File: src/rtl/chlo_sni_pkg.sv
`timescale 1ns / 1ps

package chlo_sni_pkg;

  // longest server name passed on
  localparam int unsigned NAME_MAX_LEN = 255;
  localparam int unsigned NameLenW     = $clog2(NAME_MAX_LEN + 1);

  // packed header and tag table geometry
  localparam int unsigned HeaderLast   = 16;
  localparam int unsigned EntryLast    = 7;
  localparam int unsigned PosW         = 5;
  localparam int unsigned SkipW        = 34;

  // header match bytes
  localparam logic [7:0] HDR_Q   = 8'h51;
  localparam logic [7:0] HDR_T   = 8'h54;
  localparam logic [7:0] HDR_V   = 8'h56;
  localparam logic [7:0] HDR_VER = 8'h30;
  localparam logic [7:0] HDR_C   = 8'h43;
  localparam logic [7:0] HDR_H   = 8'h48;
  localparam logic [7:0] HDR_L   = 8'h4C;
  localparam logic [7:0] HDR_O   = 8'h4F;

  // tag name 'S','N','I',0 read little-endian
  localparam logic [31:0] SNI_TAG = 32'h0049_4E53;

  // verdict codes
  localparam logic [1:0] VERDICT_EXCLUDED  = 2'd0;
  localparam logic [1:0] VERDICT_DETECTED  = 2'd1;
  localparam logic [1:0] VERDICT_UNDECIDED = 2'd2;

  typedef enum logic [2:0] {
    PH_HEADER,
    PH_TAGS,
    PH_SKIP,
    PH_NAME,
    PH_DONE
  } phase_t;

  // header byte check at a given position
  function automatic logic header_byte_ok(input logic [PosW-1:0] pos, input logic [7:0] b);
    logic ok;
    ok = 1'b1;
    unique case (pos)
      5'd0:    ok = b[0];
      5'd1:    ok = (b == HDR_Q);
      5'd2:    ok = (b == HDR_T);
      5'd3:    ok = (b == HDR_V);
      5'd4:    ok = (b == HDR_VER);
      5'd9:    ok = (b == HDR_C);
      5'd10:   ok = (b == HDR_H);
      5'd11:   ok = (b == HDR_L);
      5'd12:   ok = (b == HDR_O);
      default: ok = 1'b1;
    endcase
    return ok;
  endfunction

endpackage

File: src/rtl/chlo_handshake_sni_extractor_core.sv
`timescale 1ns / 1ps

// channel   | handshake            | payload
// ----------+----------------------+-------------------------------------------
// input     | in_valid / in_ready  | payload_byte, last_byte
// output    | out_valid / out_ready| name_valid, name_byte, verdict_valid, verdict
//
// one request per cycle sustained unless the result stalls; a request passes
// through the input register, then the parse step writes the result register
// the parse step is a single pass of compares, a 32-bit subtract and a 34-bit
// add between the input register and the result register
// rst (synchronous) returns the parser to the header phase; state also
// returns there after every last byte
// a stalled result holds the parse step; the input register still takes one
// request while the result waits

module chlo_handshake_sni_extractor_core (
  input  logic       clk,
  input  logic       rst,
  input  logic       in_valid,
  output logic       in_ready,
  input  logic [7:0] payload_byte,
  input  logic       last_byte,
  output logic       out_valid,
  input  logic       out_ready,
  output logic       name_valid,
  output logic [7:0] name_byte,
  output logic       verdict_valid,
  output logic [1:0] verdict
);
  import chlo_sni_pkg::*;

  // input register
  logic       inq_valid;
  logic [7:0] inq_byte;
  logic       inq_last;
  logic       proc;

  // parser state
  phase_t               phase, phase_next;
  logic [PosW-1:0]      byte_pos, byte_pos_next;
  logic                 header_good, header_good_next;
  logic [15:0]          tag_total, tag_total_next;
  logic [15:0]          tags_read, tags_read_next;
  logic [55:0]          entry_shift, entry_shift_next;
  logic [31:0]          previous_end, previous_end_next;
  logic                 sni_seen, sni_seen_next;
  logic [SkipW-1:0]     value_start, value_start_next;
  logic [NameLenW-1:0]  value_length, value_length_next;
  logic [NameLenW-1:0]  bytes_sent, bytes_sent_next;

  // step outputs
  logic                 res_name_valid;
  logic [1:0]           res_verdict;
  logic                 res_any;

  // tag entry decode
  logic [31:0]          tag_name;
  logic [31:0]          tag_end;
  logic [31:0]          tag_len;
  logic [15:0]          tags_rest;

  assign proc     = inq_valid && (!out_valid || out_ready);
  assign in_ready = !inq_valid || proc;

  assign tag_name  = entry_shift[31:0];
  assign tag_end   = {inq_byte, entry_shift[55:32]};
  assign tag_len   = tag_end - previous_end;
  assign tags_rest = tag_total - tags_read_next;

  // input register
  always_ff @(posedge clk) begin
    if (rst) begin
      inq_valid <= 1'b0;
    end else if (in_ready) begin
      inq_valid <= in_valid;
    end
    if (in_ready && in_valid) begin
      inq_byte <= payload_byte;
      inq_last <= last_byte;
    end
  end

  // next state of the parser
  always_comb begin
    phase_next        = phase;
    byte_pos_next     = byte_pos;
    header_good_next  = header_good;
    tag_total_next    = tag_total;
    tags_read_next    = tags_read;
    entry_shift_next  = entry_shift;
    previous_end_next = previous_end;
    sni_seen_next     = sni_seen;
    value_start_next  = value_start;
    value_length_next = value_length;
    bytes_sent_next   = bytes_sent;

    unique case (phase)
      PH_HEADER: begin
        if (!header_byte_ok(byte_pos, inq_byte)) header_good_next = 1'b0;
        if (byte_pos == PosW'(13)) tag_total_next[7:0]  = inq_byte;
        if (byte_pos == PosW'(14)) tag_total_next[15:8] = inq_byte;
        if (byte_pos == PosW'(HeaderLast)) begin
          byte_pos_next = '0;
          if (!header_good_next || tag_total_next == 16'd0) phase_next = PH_DONE;
          else phase_next = PH_TAGS;
        end else begin
          byte_pos_next = byte_pos + PosW'(1);
        end
      end
      PH_TAGS: begin
        entry_shift_next = {inq_byte, entry_shift[55:8]};
        if (byte_pos != PosW'(EntryLast)) begin
          byte_pos_next = byte_pos + PosW'(1);
        end else begin
          byte_pos_next  = '0;
          tags_read_next = tags_read + 16'd1;
          if (tag_name == SNI_TAG) begin
            sni_seen_next = 1'b1;
            if (tag_len > 32'(NAME_MAX_LEN)) value_length_next = NameLenW'(NAME_MAX_LEN);
            else value_length_next = tag_len[NameLenW-1:0];
            value_start_next = SkipW'({tags_rest, 3'b000}) + SkipW'(previous_end);
            if (tag_len == 32'd0) phase_next = PH_DONE;
            else if (tags_rest == 16'd0 && previous_end == 32'd0) phase_next = PH_NAME;
            else phase_next = PH_SKIP;
          end else begin
            previous_end_next = tag_end;
            if (tags_read_next >= tag_total) phase_next = PH_DONE;
          end
        end
      end
      PH_SKIP: begin
        value_start_next = value_start - SkipW'(1);
        if (value_start == SkipW'(1)) phase_next = PH_NAME;
      end
      PH_NAME: begin
        if (inq_byte == 8'd0) begin
          phase_next = PH_DONE;
        end else begin
          bytes_sent_next = bytes_sent + NameLenW'(1);
          if (bytes_sent_next >= value_length) phase_next = PH_DONE;
        end
      end
      default: begin
        phase_next = phase;
      end
    endcase
  end

  // step outputs: name byte flag and verdict for the last byte
  always_comb begin
    res_name_valid = (phase == PH_NAME) && (inq_byte != 8'd0);
    priority if (phase == PH_HEADER || !header_good) begin
      res_verdict = VERDICT_EXCLUDED;
    end else if (sni_seen_next) begin
      res_verdict = VERDICT_DETECTED;
    end else begin
      res_verdict = VERDICT_UNDECIDED;
    end
  end

  assign res_any = res_name_valid || inq_last;

  // parser state registers, cleared after each packet
  always_ff @(posedge clk) begin
    if (rst || (proc && inq_last)) begin
      phase        <= PH_HEADER;
      byte_pos     <= '0;
      header_good  <= 1'b1;
      tag_total    <= '0;
      tags_read    <= '0;
      entry_shift  <= '0;
      previous_end <= '0;
      sni_seen     <= 1'b0;
      value_start  <= '0;
      value_length <= '0;
      bytes_sent   <= '0;
    end else if (proc) begin
      phase        <= phase_next;
      byte_pos     <= byte_pos_next;
      header_good  <= header_good_next;
      tag_total    <= tag_total_next;
      tags_read    <= tags_read_next;
      entry_shift  <= entry_shift_next;
      previous_end <= previous_end_next;
      sni_seen     <= sni_seen_next;
      value_start  <= value_start_next;
      value_length <= value_length_next;
      bytes_sent   <= bytes_sent_next;
    end
  end

  // result register
  always_ff @(posedge clk) begin
    if (rst) begin
      out_valid <= 1'b0;
    end else if (proc) begin
      out_valid <= res_any;
    end else if (out_ready) begin
      out_valid <= 1'b0;
    end
    if (proc) begin
      name_valid    <= res_name_valid;
      name_byte     <= res_name_valid ? inq_byte : 8'd0;
      verdict_valid <= inq_last;
      verdict       <= inq_last ? res_verdict : VERDICT_EXCLUDED;
    end
  end

  // a result always carries a name byte or a verdict
  assert property (@(posedge clk) disable iff (rst)
    out_valid |-> (name_valid || verdict_valid))
    else $error("empty result presented");

  // the last byte of a packet leaves the parser at the header start
  assert property (@(posedge clk) disable iff (rst)
    (proc && inq_last) |=> (phase == PH_HEADER && byte_pos == '0 && !sni_seen))
    else $error("parser not cleared after last byte");

  // never more name bytes than the value length
  assert property (@(posedge clk) disable iff (rst)
    (phase == PH_NAME) |-> (bytes_sent < value_length))
    else $error("name overrun");

  // a name byte of zero is never passed on
  assert property (@(posedge clk) disable iff (rst)
    (out_valid && name_valid) |-> (name_byte != 8'd0))
    else $error("zero name byte passed on");

endmodule
File: config.mk
export PLATFORM = sky130hd
export DESIGN_NAME = chlo_handshake_sni_extractor_core
export DESIGN_NICKNAME = d
export VERILOG_FILES = /design/src/rtl/chlo_sni_pkg.sv /design/src/rtl/chlo_handshake_sni_extractor_core.sv
export SDC_FILE = /design/constraint.sdc
export NUM_CORES = 1
export LEC_CHECK = 0
export BUFFER_PORTS_ARGS = -buffer_cell sky130_fd_sc_hd__buf_4
export CAP_MARGIN = 20
export CORE_ASPECT_RATIO = 0.8
export CORE_MARGIN = 4
export CORE_UTILIZATION = 30
export CTS_BUF_LIST = sky130_fd_sc_hd__clkbuf_4 sky130_fd_sc_hd__clkbuf_8
export DETAILED_ROUTE_END_ITERATION = 7
export PLACE_DENSITY = 0.47
export SLEW_MARGIN = 20
export SYNTH_ARGS = -nofsm -noshare
export SYNTH_HDL_FRONTEND = slang
export SYNTH_SLANG_ARGS = --single-unit
File: constraint.sdc
create_clock -name clk -period 7.6 [get_ports clk]
set_input_delay 2.28 -clock clk [delete_from_list [all_inputs] [get_ports clk]]
set_output_delay 2.28 -clock clk [all_outputs]
set_load 0.02 [all_outputs]
-- Yosys cells after proc, flatten, opt, wreduce, memory -nomap -nowiden
Index checks and enable logic that the tools add are counted.
- $add $sub $neg: 7
- magnitude comparators: 3
- equal/unequal tests: 31
- muxes and demuxes: 34
- bitwise logic cells: 4
- reductions and logical operators: 36
- operators by type and width (kind ; count):
    34-bit two-way mux ; 2
    34-bit case mux with 2 select lines ; 1
    32-bit zero test ; 2
    8-bit by 7-bit equality test with 1-bit output (second input constant) ; 7
    8-bit two-way mux ; 5
    34-bit by 1-bit equality test with 1-bit output (second input constant) ; 1
    34-bit by 1-bit subtractor with 34-bit output (second input constant) ; 1
    19-bit by 32-bit adder with 33-bit output ; 1
    32-bit by 23-bit equality test with 1-bit output (second input constant) ; 1
    32-bit by 8-bit > comparator with 1-bit output (second input constant) ; 1
    16-bit zero test ; 2
    16-bit two-way mux ; 2
    32-bit subtractor ; 1
    5-bit by 4-bit equality test with 1-bit output (second input constant) ; 6
    3-bit two-way mux ; 9
    16-bit by 1-bit adder with 16-bit output (second input constant) ; 1
    16-bit >= comparator ; 1
    16-bit subtractor ; 1
    3-bit case mux with 4 select lines ; 1
    4-bit AND reduction ; 3
    5-bit by 2-bit equality test with 1-bit output (second input constant) ; 2
    5-bit two-way mux ; 2
    5-bit case mux with 2 select lines ; 1
    1-bit two-way mux ; 9
    28 further kinds ; 52
- flip-flop bits (word level): 203
- bits of input ports: 13

-- Logic depth before layout (Yosys ltp)
- depth after elaboration: 11
- mapped depth: 28

-- Worst setup path after synthesis
No wires, ideal clock.
- kind: register -> register
- start point: register phase[2]
- end point: register value_start[26]
- setup time: 0.128 ns
- arrival time: 6.079 ns
- required time: 7.472 ns
- setup slack: 1.393 ns
- cell stages (with the launch flop): 26
- path buffers: 3
- period minus slack after synthesis: 6.207 ns
- cell sequence: dfxtp_1 > clkbuf_1 > nor2b_1 > nand2_1 > nor4_1 > clkbuf_1 > nand2_1 > xor2_1 > ha_1 > o21a_1 > o31a_1 > o41ai_1 > o21ai_0 > or4_1 > a31o_2 > a21oi_1 > xnor2_1 > ha_1 > clkbuf_1 > inv_1 > o311a_1 > a2111oi_1 > nand3_1 > xnor2_1 > a221oi_1 > nor2_1
- cells in the longest elaborated chain, start to end: 7
- RTL lines (element ; RTL line ; source):
    start, declared ; chlo_handshake_sni_extractor_core.sv:40 ; phase_t phase, phase_next;
    start signal, assigned ; chlo_handshake_sni_extractor_core.sv:179 ; phase <= phase_next;
    3-bit by 1-bit equality test with 1-bit output ; chlo_handshake_sni_extractor_core.sv:98 ; unique case (phase)
    16-bit two-way mux ; chlo_handshake_sni_extractor_core.sv:98 ;
    16-bit subtractor ; chlo_handshake_sni_extractor_core.sv:69 ; assign tags_rest = tag_total - tags_read_next;
    19-bit by 32-bit adder with 33-bit output ; chlo_handshake_sni_extractor_core.sv:122 ; value_start_next = SkipW'({tags_rest, 3'b000}) + SkipW'(previous_end);
    34-bit two-way mux ; chlo_handshake_sni_extractor_core.sv:118 ; if (tag_name == SNI_TAG) begin
    34-bit two-way mux ; chlo_handshake_sni_extractor_core.sv:113 ; if (byte_pos != PosW'(EntryLast)) begin
    34-bit case mux with 2 select lines ; chlo_handshake_sni_extractor_core.sv:98 ;
    end signal, assigned ; chlo_handshake_sni_extractor_core.sv:187 ; value_start <= value_start_next;
    end, declared ; chlo_handshake_sni_extractor_core.sv:48 ; logic [SkipW-1:0] value_start, value_start_next;
Parallel ways exist; a longest one is shown, timed or not. The select of a mux whose other input is x is not followed.
A chain may end at the register's enable or synchronous reset.

-- Worst setup path after layout
- start point: register byte_pos[2]
- end point: register value_start[29]
- cells in the longest elaborated chain, start to end: 8
- RTL lines (element ; RTL line ; source):
    start, declared ; chlo_handshake_sni_extractor_core.sv:41 ; logic [PosW-1:0] byte_pos, byte_pos_next;
    start signal, assigned ; chlo_handshake_sni_extractor_core.sv:180 ; byte_pos <= byte_pos_next;
    5-bit by 3-bit != test with 1-bit output ; chlo_handshake_sni_extractor_core.sv:113 ;
    16-bit two-way mux ; chlo_handshake_sni_extractor_core.sv:113 ;
    16-bit two-way mux ; chlo_handshake_sni_extractor_core.sv:98 ;
    named net tags_read_next[0] ; chlo_handshake_sni_extractor_core.sv:44 ; logic [15:0] tags_read, tags_read_next;
    16-bit subtractor ; chlo_handshake_sni_extractor_core.sv:69 ;
    19-bit by 32-bit adder with 33-bit output ; chlo_handshake_sni_extractor_core.sv:122 ;
    34-bit two-way mux ; chlo_handshake_sni_extractor_core.sv:118 ;
    34-bit two-way mux ; chlo_handshake_sni_extractor_core.sv:113 ;
    34-bit case mux with 2 select lines ; chlo_handshake_sni_extractor_core.sv:98 ;
The timed path passes the listed nets, and every way through them passes these cells. The select of a mux whose other input is x is not followed.

==> results.txt <==
----------------------------------------------------
[Synth]
  Synthesized Nets ... 1890
  Proportion of synthesized chip area in sequential cells ... 0.317
  Post-synthesis area per instance ... 7.58 um^2
  Flops & latches, synth ... 203
  Cell area after technology mapping ... 0.0135 mm^2
  Number of synthesized flops with an enable pin ... 21
  Count of different cell masters after synthesis ... 85
  Share of synthesized flip-flops with an asynchronous set or reset ... 0
  Leading area contributor after synthesis ... dfxtp_1
  Main synth FF type ... dfxtp_1
  Count of synthesis-stage warnings from yosys ... 0
  Leading post-synthesis cells by cell area ... dfxtp_1 (27%), ha_1 (8.8%), nand2_1 (8.7%), a21oi_1 (7.8%), edfxtp_1 (4.7%)
  Area fraction of the dominant cell type after synthesis ... 0.270
  Number of instances in the synthesized netlist ... 1779

[Power]
  Power Total ... 2.38 mW
  Part of the power in combinational logic ... 0.056
  Clock group share of total power ... 0.480
  Worst IR drop on VDD ... 0.000114 V
  Switching part of the total power ... 0.259
  Share of power burned in registers ... 0.463
  Total internal power ... approximately 1.8 mW
  Lkg Pwr ... around 5.5 nW
  Power density cells ... 158 mW/mm^2
  Switch Pwr ... 616 uW

[Timing]
  Final number of hold-violating endpoints ... 0
  Final period demand of the worst path ... 6.69 ns
  Worst clock skew ... 0.0395 ns
  Unrepaired setup endpoints after global routing ... no
  Sum of negative setup slack ... 0 ns
  Final worst path period share ... 0.881
  Peak Freq ... 149 MHz
  Slew at the pin closest to its max-slew limit ... approximately 1.1 ns
  Final setup fails ... 0
  Max-slew headroom ... 0.252
  Max-slew violation total from the final report ... 0

[Worst setup path]
  CP required ... 8.06 ns
  Maximum fanout along the worst path ... 11
  Reg-to-reg slack, setup ... 0.91 ns
  Reg-to-reg critical path startpoint ... byte_pos[2]$_SDFFE_PP0P_
  Kind of start point of the critical path ... register
  Kind of end point of the critical path ... register
  Worst R2R Path Depth ... 26
  Capturing point of the worst reg2reg path ... value_start[29]$_SDFFE_PP0P_
  Crit Path Category ... reg2reg
  Endpoint arrival time on the critical path ... 7.16 ns

[Worst hold path]
  Hold endpoint ... entry_shift[7]$_SDFFE_PP0P_
  Cell depth of the worst hold path ... 2
  Hold Crit Start ... entry_shift[7]$_SDFFE_PP0P_
  Class of the tightest hold or removal check ... reg2reg

[Clocking]
  TritonCTS clock tree ... done
  Library cell used as clock root buffer ... clkbuf_8
  Worst-Skew Late Latency ... roughly 0.58 ns
  Hold buffer count at cts ... 0
  Number of buffers between clock root and the deepest sink ... 3
  Clk sink count ... about 200
  Post-CTS resize count ... 0
  TritonCTS Buffers ... 38
  CTS clock-pin slew for the worst setup and hold paths ... 0.07 ns
  Total setup buffers inserted after CTS ... 0
  Max H-tree Level ... 2

[Placement]
  Weighted congestion at the end of routability-driven global placement ... 0.882
  Number of buffers inserted by port buffering ... 26
  Placed standard-cell area ... around 0.014 mm^2
  Placed cells ... 2336
  DP Wirelength ... 31400 um

[Status]
  Status ... finished, final reports clean

[Route]
  DRT antenna net count ... 0
  Average detailed-routed wire length per instance ... 18.1 um
  Vias per inst ... 5.28
  TritonRoute pass-1 iters ... 5
  Total vias in the final route ... 12703
  Drt total wl ... 43400 um
  Count of routing violations after the opening detailed-route iteration ... around 1000
  Detailed-route DRC error count ... 0

[Global routing]
  Remaining Overflow, GRT ... 0
  Pin count of the biggest net entering global routing ... between 60 and 70
  Via count of the first global-routing pass ... 11950
  All-Layer GR Usage ... 0.176
  First-pass GRT wire length ... 68200 um
  Number of antenna violations at the first check in global routing ... 2

[Floorplanning]
  Floorplan die height ... slightly below 200 um
  Top-Level Pins ... 27
  Total die area ... 0.0484 mm^2
  DIE WIDTH ... 245 um
  Core box area ... 0.0445 mm^2
  Count of standard-cell rows ... 69
  Effective utilization at floorplan ... 0.303

[Layout]
  Post-route standard cell area excluding fillers ... approximately 0.015 mm^2
  Most common cell after layout, fill and taps aside ... nand2_1
  Net count, final ... 1884
  Fraction of final layout cells sized beyond drive strength 1 ... 0.0838
  Non-filler instance count after layout ... 2404
  Top library cells by usage in the layout, fill and taps aside ... nand2_1 (311), a21oi_1 (209), dfxtp_1 (182)
  Layout-stage area growth over the synthesis result ... 11.6%
  Antenna Diode Count ... 0

[Run]
  Reported max-cap violation count ... 0

----------------------------------------------------
worst max-delay path, stage by stage, from the launching register on:
cell	delay [ns]
dfxtp_1	0.57
clkinv_1	0.39
nor3_1	0.30
buf_4	0.19
nand2_1	0.20
xnor2_1	0.22
ha_1	0.21
inv_1	0.06
fa_1	0.41
a211oi_1	0.30
o21ai_0	0.17
a31o_2	0.27
a21o_1	0.19
a2111oi_0	0.39
nor2_1	0.13
a21o_1	0.19
a21oi_1	0.17
xnor2_1	0.12
ha_1	0.41
nand4_1	0.12
a211oi_1	0.26
o22ai_1	0.17
nor2_1	0.46
nand2_1	0.13
xnor2_1	0.14
a222oi_1	0.33
nor2_1	0.08
layer usage:
layer / up-vias / wire length [um] / global-route usage
li1: 6297 / - / -
met4: 2 / 752 / 0.0397
met1: 6010 / 21900 / 0.266
met5: - / 7 / 0
met2: 341 / 17700 / 0.254
met3: 53 / 2970 / 0.0406
sequential cells by signal, summed over array words and instances (netlist names):
signal	count
name_byte	8
value_start	34
inq_byte	8
byte_pos	5
previous_end	32
header_good	1
bytes_sent	8
inq_valid	1
name_valid	1
phase	3
entry_shift	56
verdict_valid	1
verdict	2
value_length	8
sni_seen	1
out_valid	1
tags_read	16
inq_last	1
tag_total	16
logic make-up (layout without fill, tap and decap cells):
logic type / after synthesis / in the layout / share of synthesized area
adders and majority gates: 98 / 98 / 0.0926
AOI/OAI and AO/OA: 473 / 473 / 0.219
DFF: 203 / 203 / 0.317
buffers and inverters: 174 / 196 / 0.0504
xor gates and xnor gates: 111 / 111 / 0.0726
muxes: 9 / 9 / 0.00677
and+or+nand+nor: 711 / 711 / 0.242
layout make-up:
type	count	area [um^2]
Sequential cell	203	4270
Clock buffer	60	744
Multi-Input combinational cell	1402	8600
Tap cell	603	754
Timing Repair Buffer	41	308
Fill cell	4765	29400
Clock inverter	8	51.3
Inverter	87	327
worst max-delay path by stage:
stage	start	to	cells after the start
after floorplan	phase[2]$_SDFFE_PP0P_	value_start[26]$_SDFFE_PP0P_	25
after global placement	byte_pos[2]$_SDFFE_PP0P_	value_start[29]$_SDFFE_PP0P_	26
after detailed placement	byte_pos[2]$_SDFFE_PP0P_	value_start[29]$_SDFFE_PP0P_	26
after CTS	byte_pos[2]$_SDFFE_PP0P_	value_start[29]$_SDFFE_PP0P_	26
after global routing	byte_pos[2]$_SDFFE_PP0P_	value_start[29]$_SDFFE_PP0P_	26
final	byte_pos[2]$_SDFFE_PP0P_	value_start[29]$_SDFFE_PP0P_	26
metrics by stage:
step / utilization / hold slack (ns) / setup slack, ns
6_report: 0.339 / 0.451 / 0.905
3_5_place_dp: 0.321 / 0.449 / 1.01
5_1_grt: 0.339 / 0.480 / 0.342
2_1_floorplan: - / 0.431 / 1.39
4_1_cts: 0.339 / 0.457 / 0.933
3_3_place_gp: 0.321 / 0.441 / 1.14
cell usage after synthesis, types with 5 or more instances:
master    instances
and2_1           13
a21oi_2           5
nor2b_1          15
inv_1            85
o21ai_0          81
a311oi_1          8
a21oi_1         209
a22oi_1           6
nor2_1          138
o22ai_1           8
and3_1           18
xnor2_1          59
o211ai_1          8
nand4_1          25
dfxtp_1         182
mux2i_1           8
o41ai_1           5
edfxtp_1         21
ha_1             95
nand2b_1         12
nand3_1          55
or3_1            15
o21bai_1          9
a21o_1           28
or4_1            10
nor4_1           34
xor2_1           51
o21a_1            9
a21boi_0          5
or2_2             6
clkbuf_1         80
nor3_1           40
o31ai_1           7
a31oi_1           7
a221oi_1          9
nand2_1         312
a211oi_1         16
power groups by stage:
stage | logic [mW] | clock network (mW) | registers [mW]
floorplan | 0.0900 | 0 | 1.12
global placement | 0.133 | 0 | 1.13
detailed placement | 0.133 | 0 | 1.13
CTS | 0.134 | 1.18 | 1.10
global route | 0.146 | 1.23 | 1.10
finish | 0.134 | 1.14 | 1.10
Power figures use the tool's default switching activity.
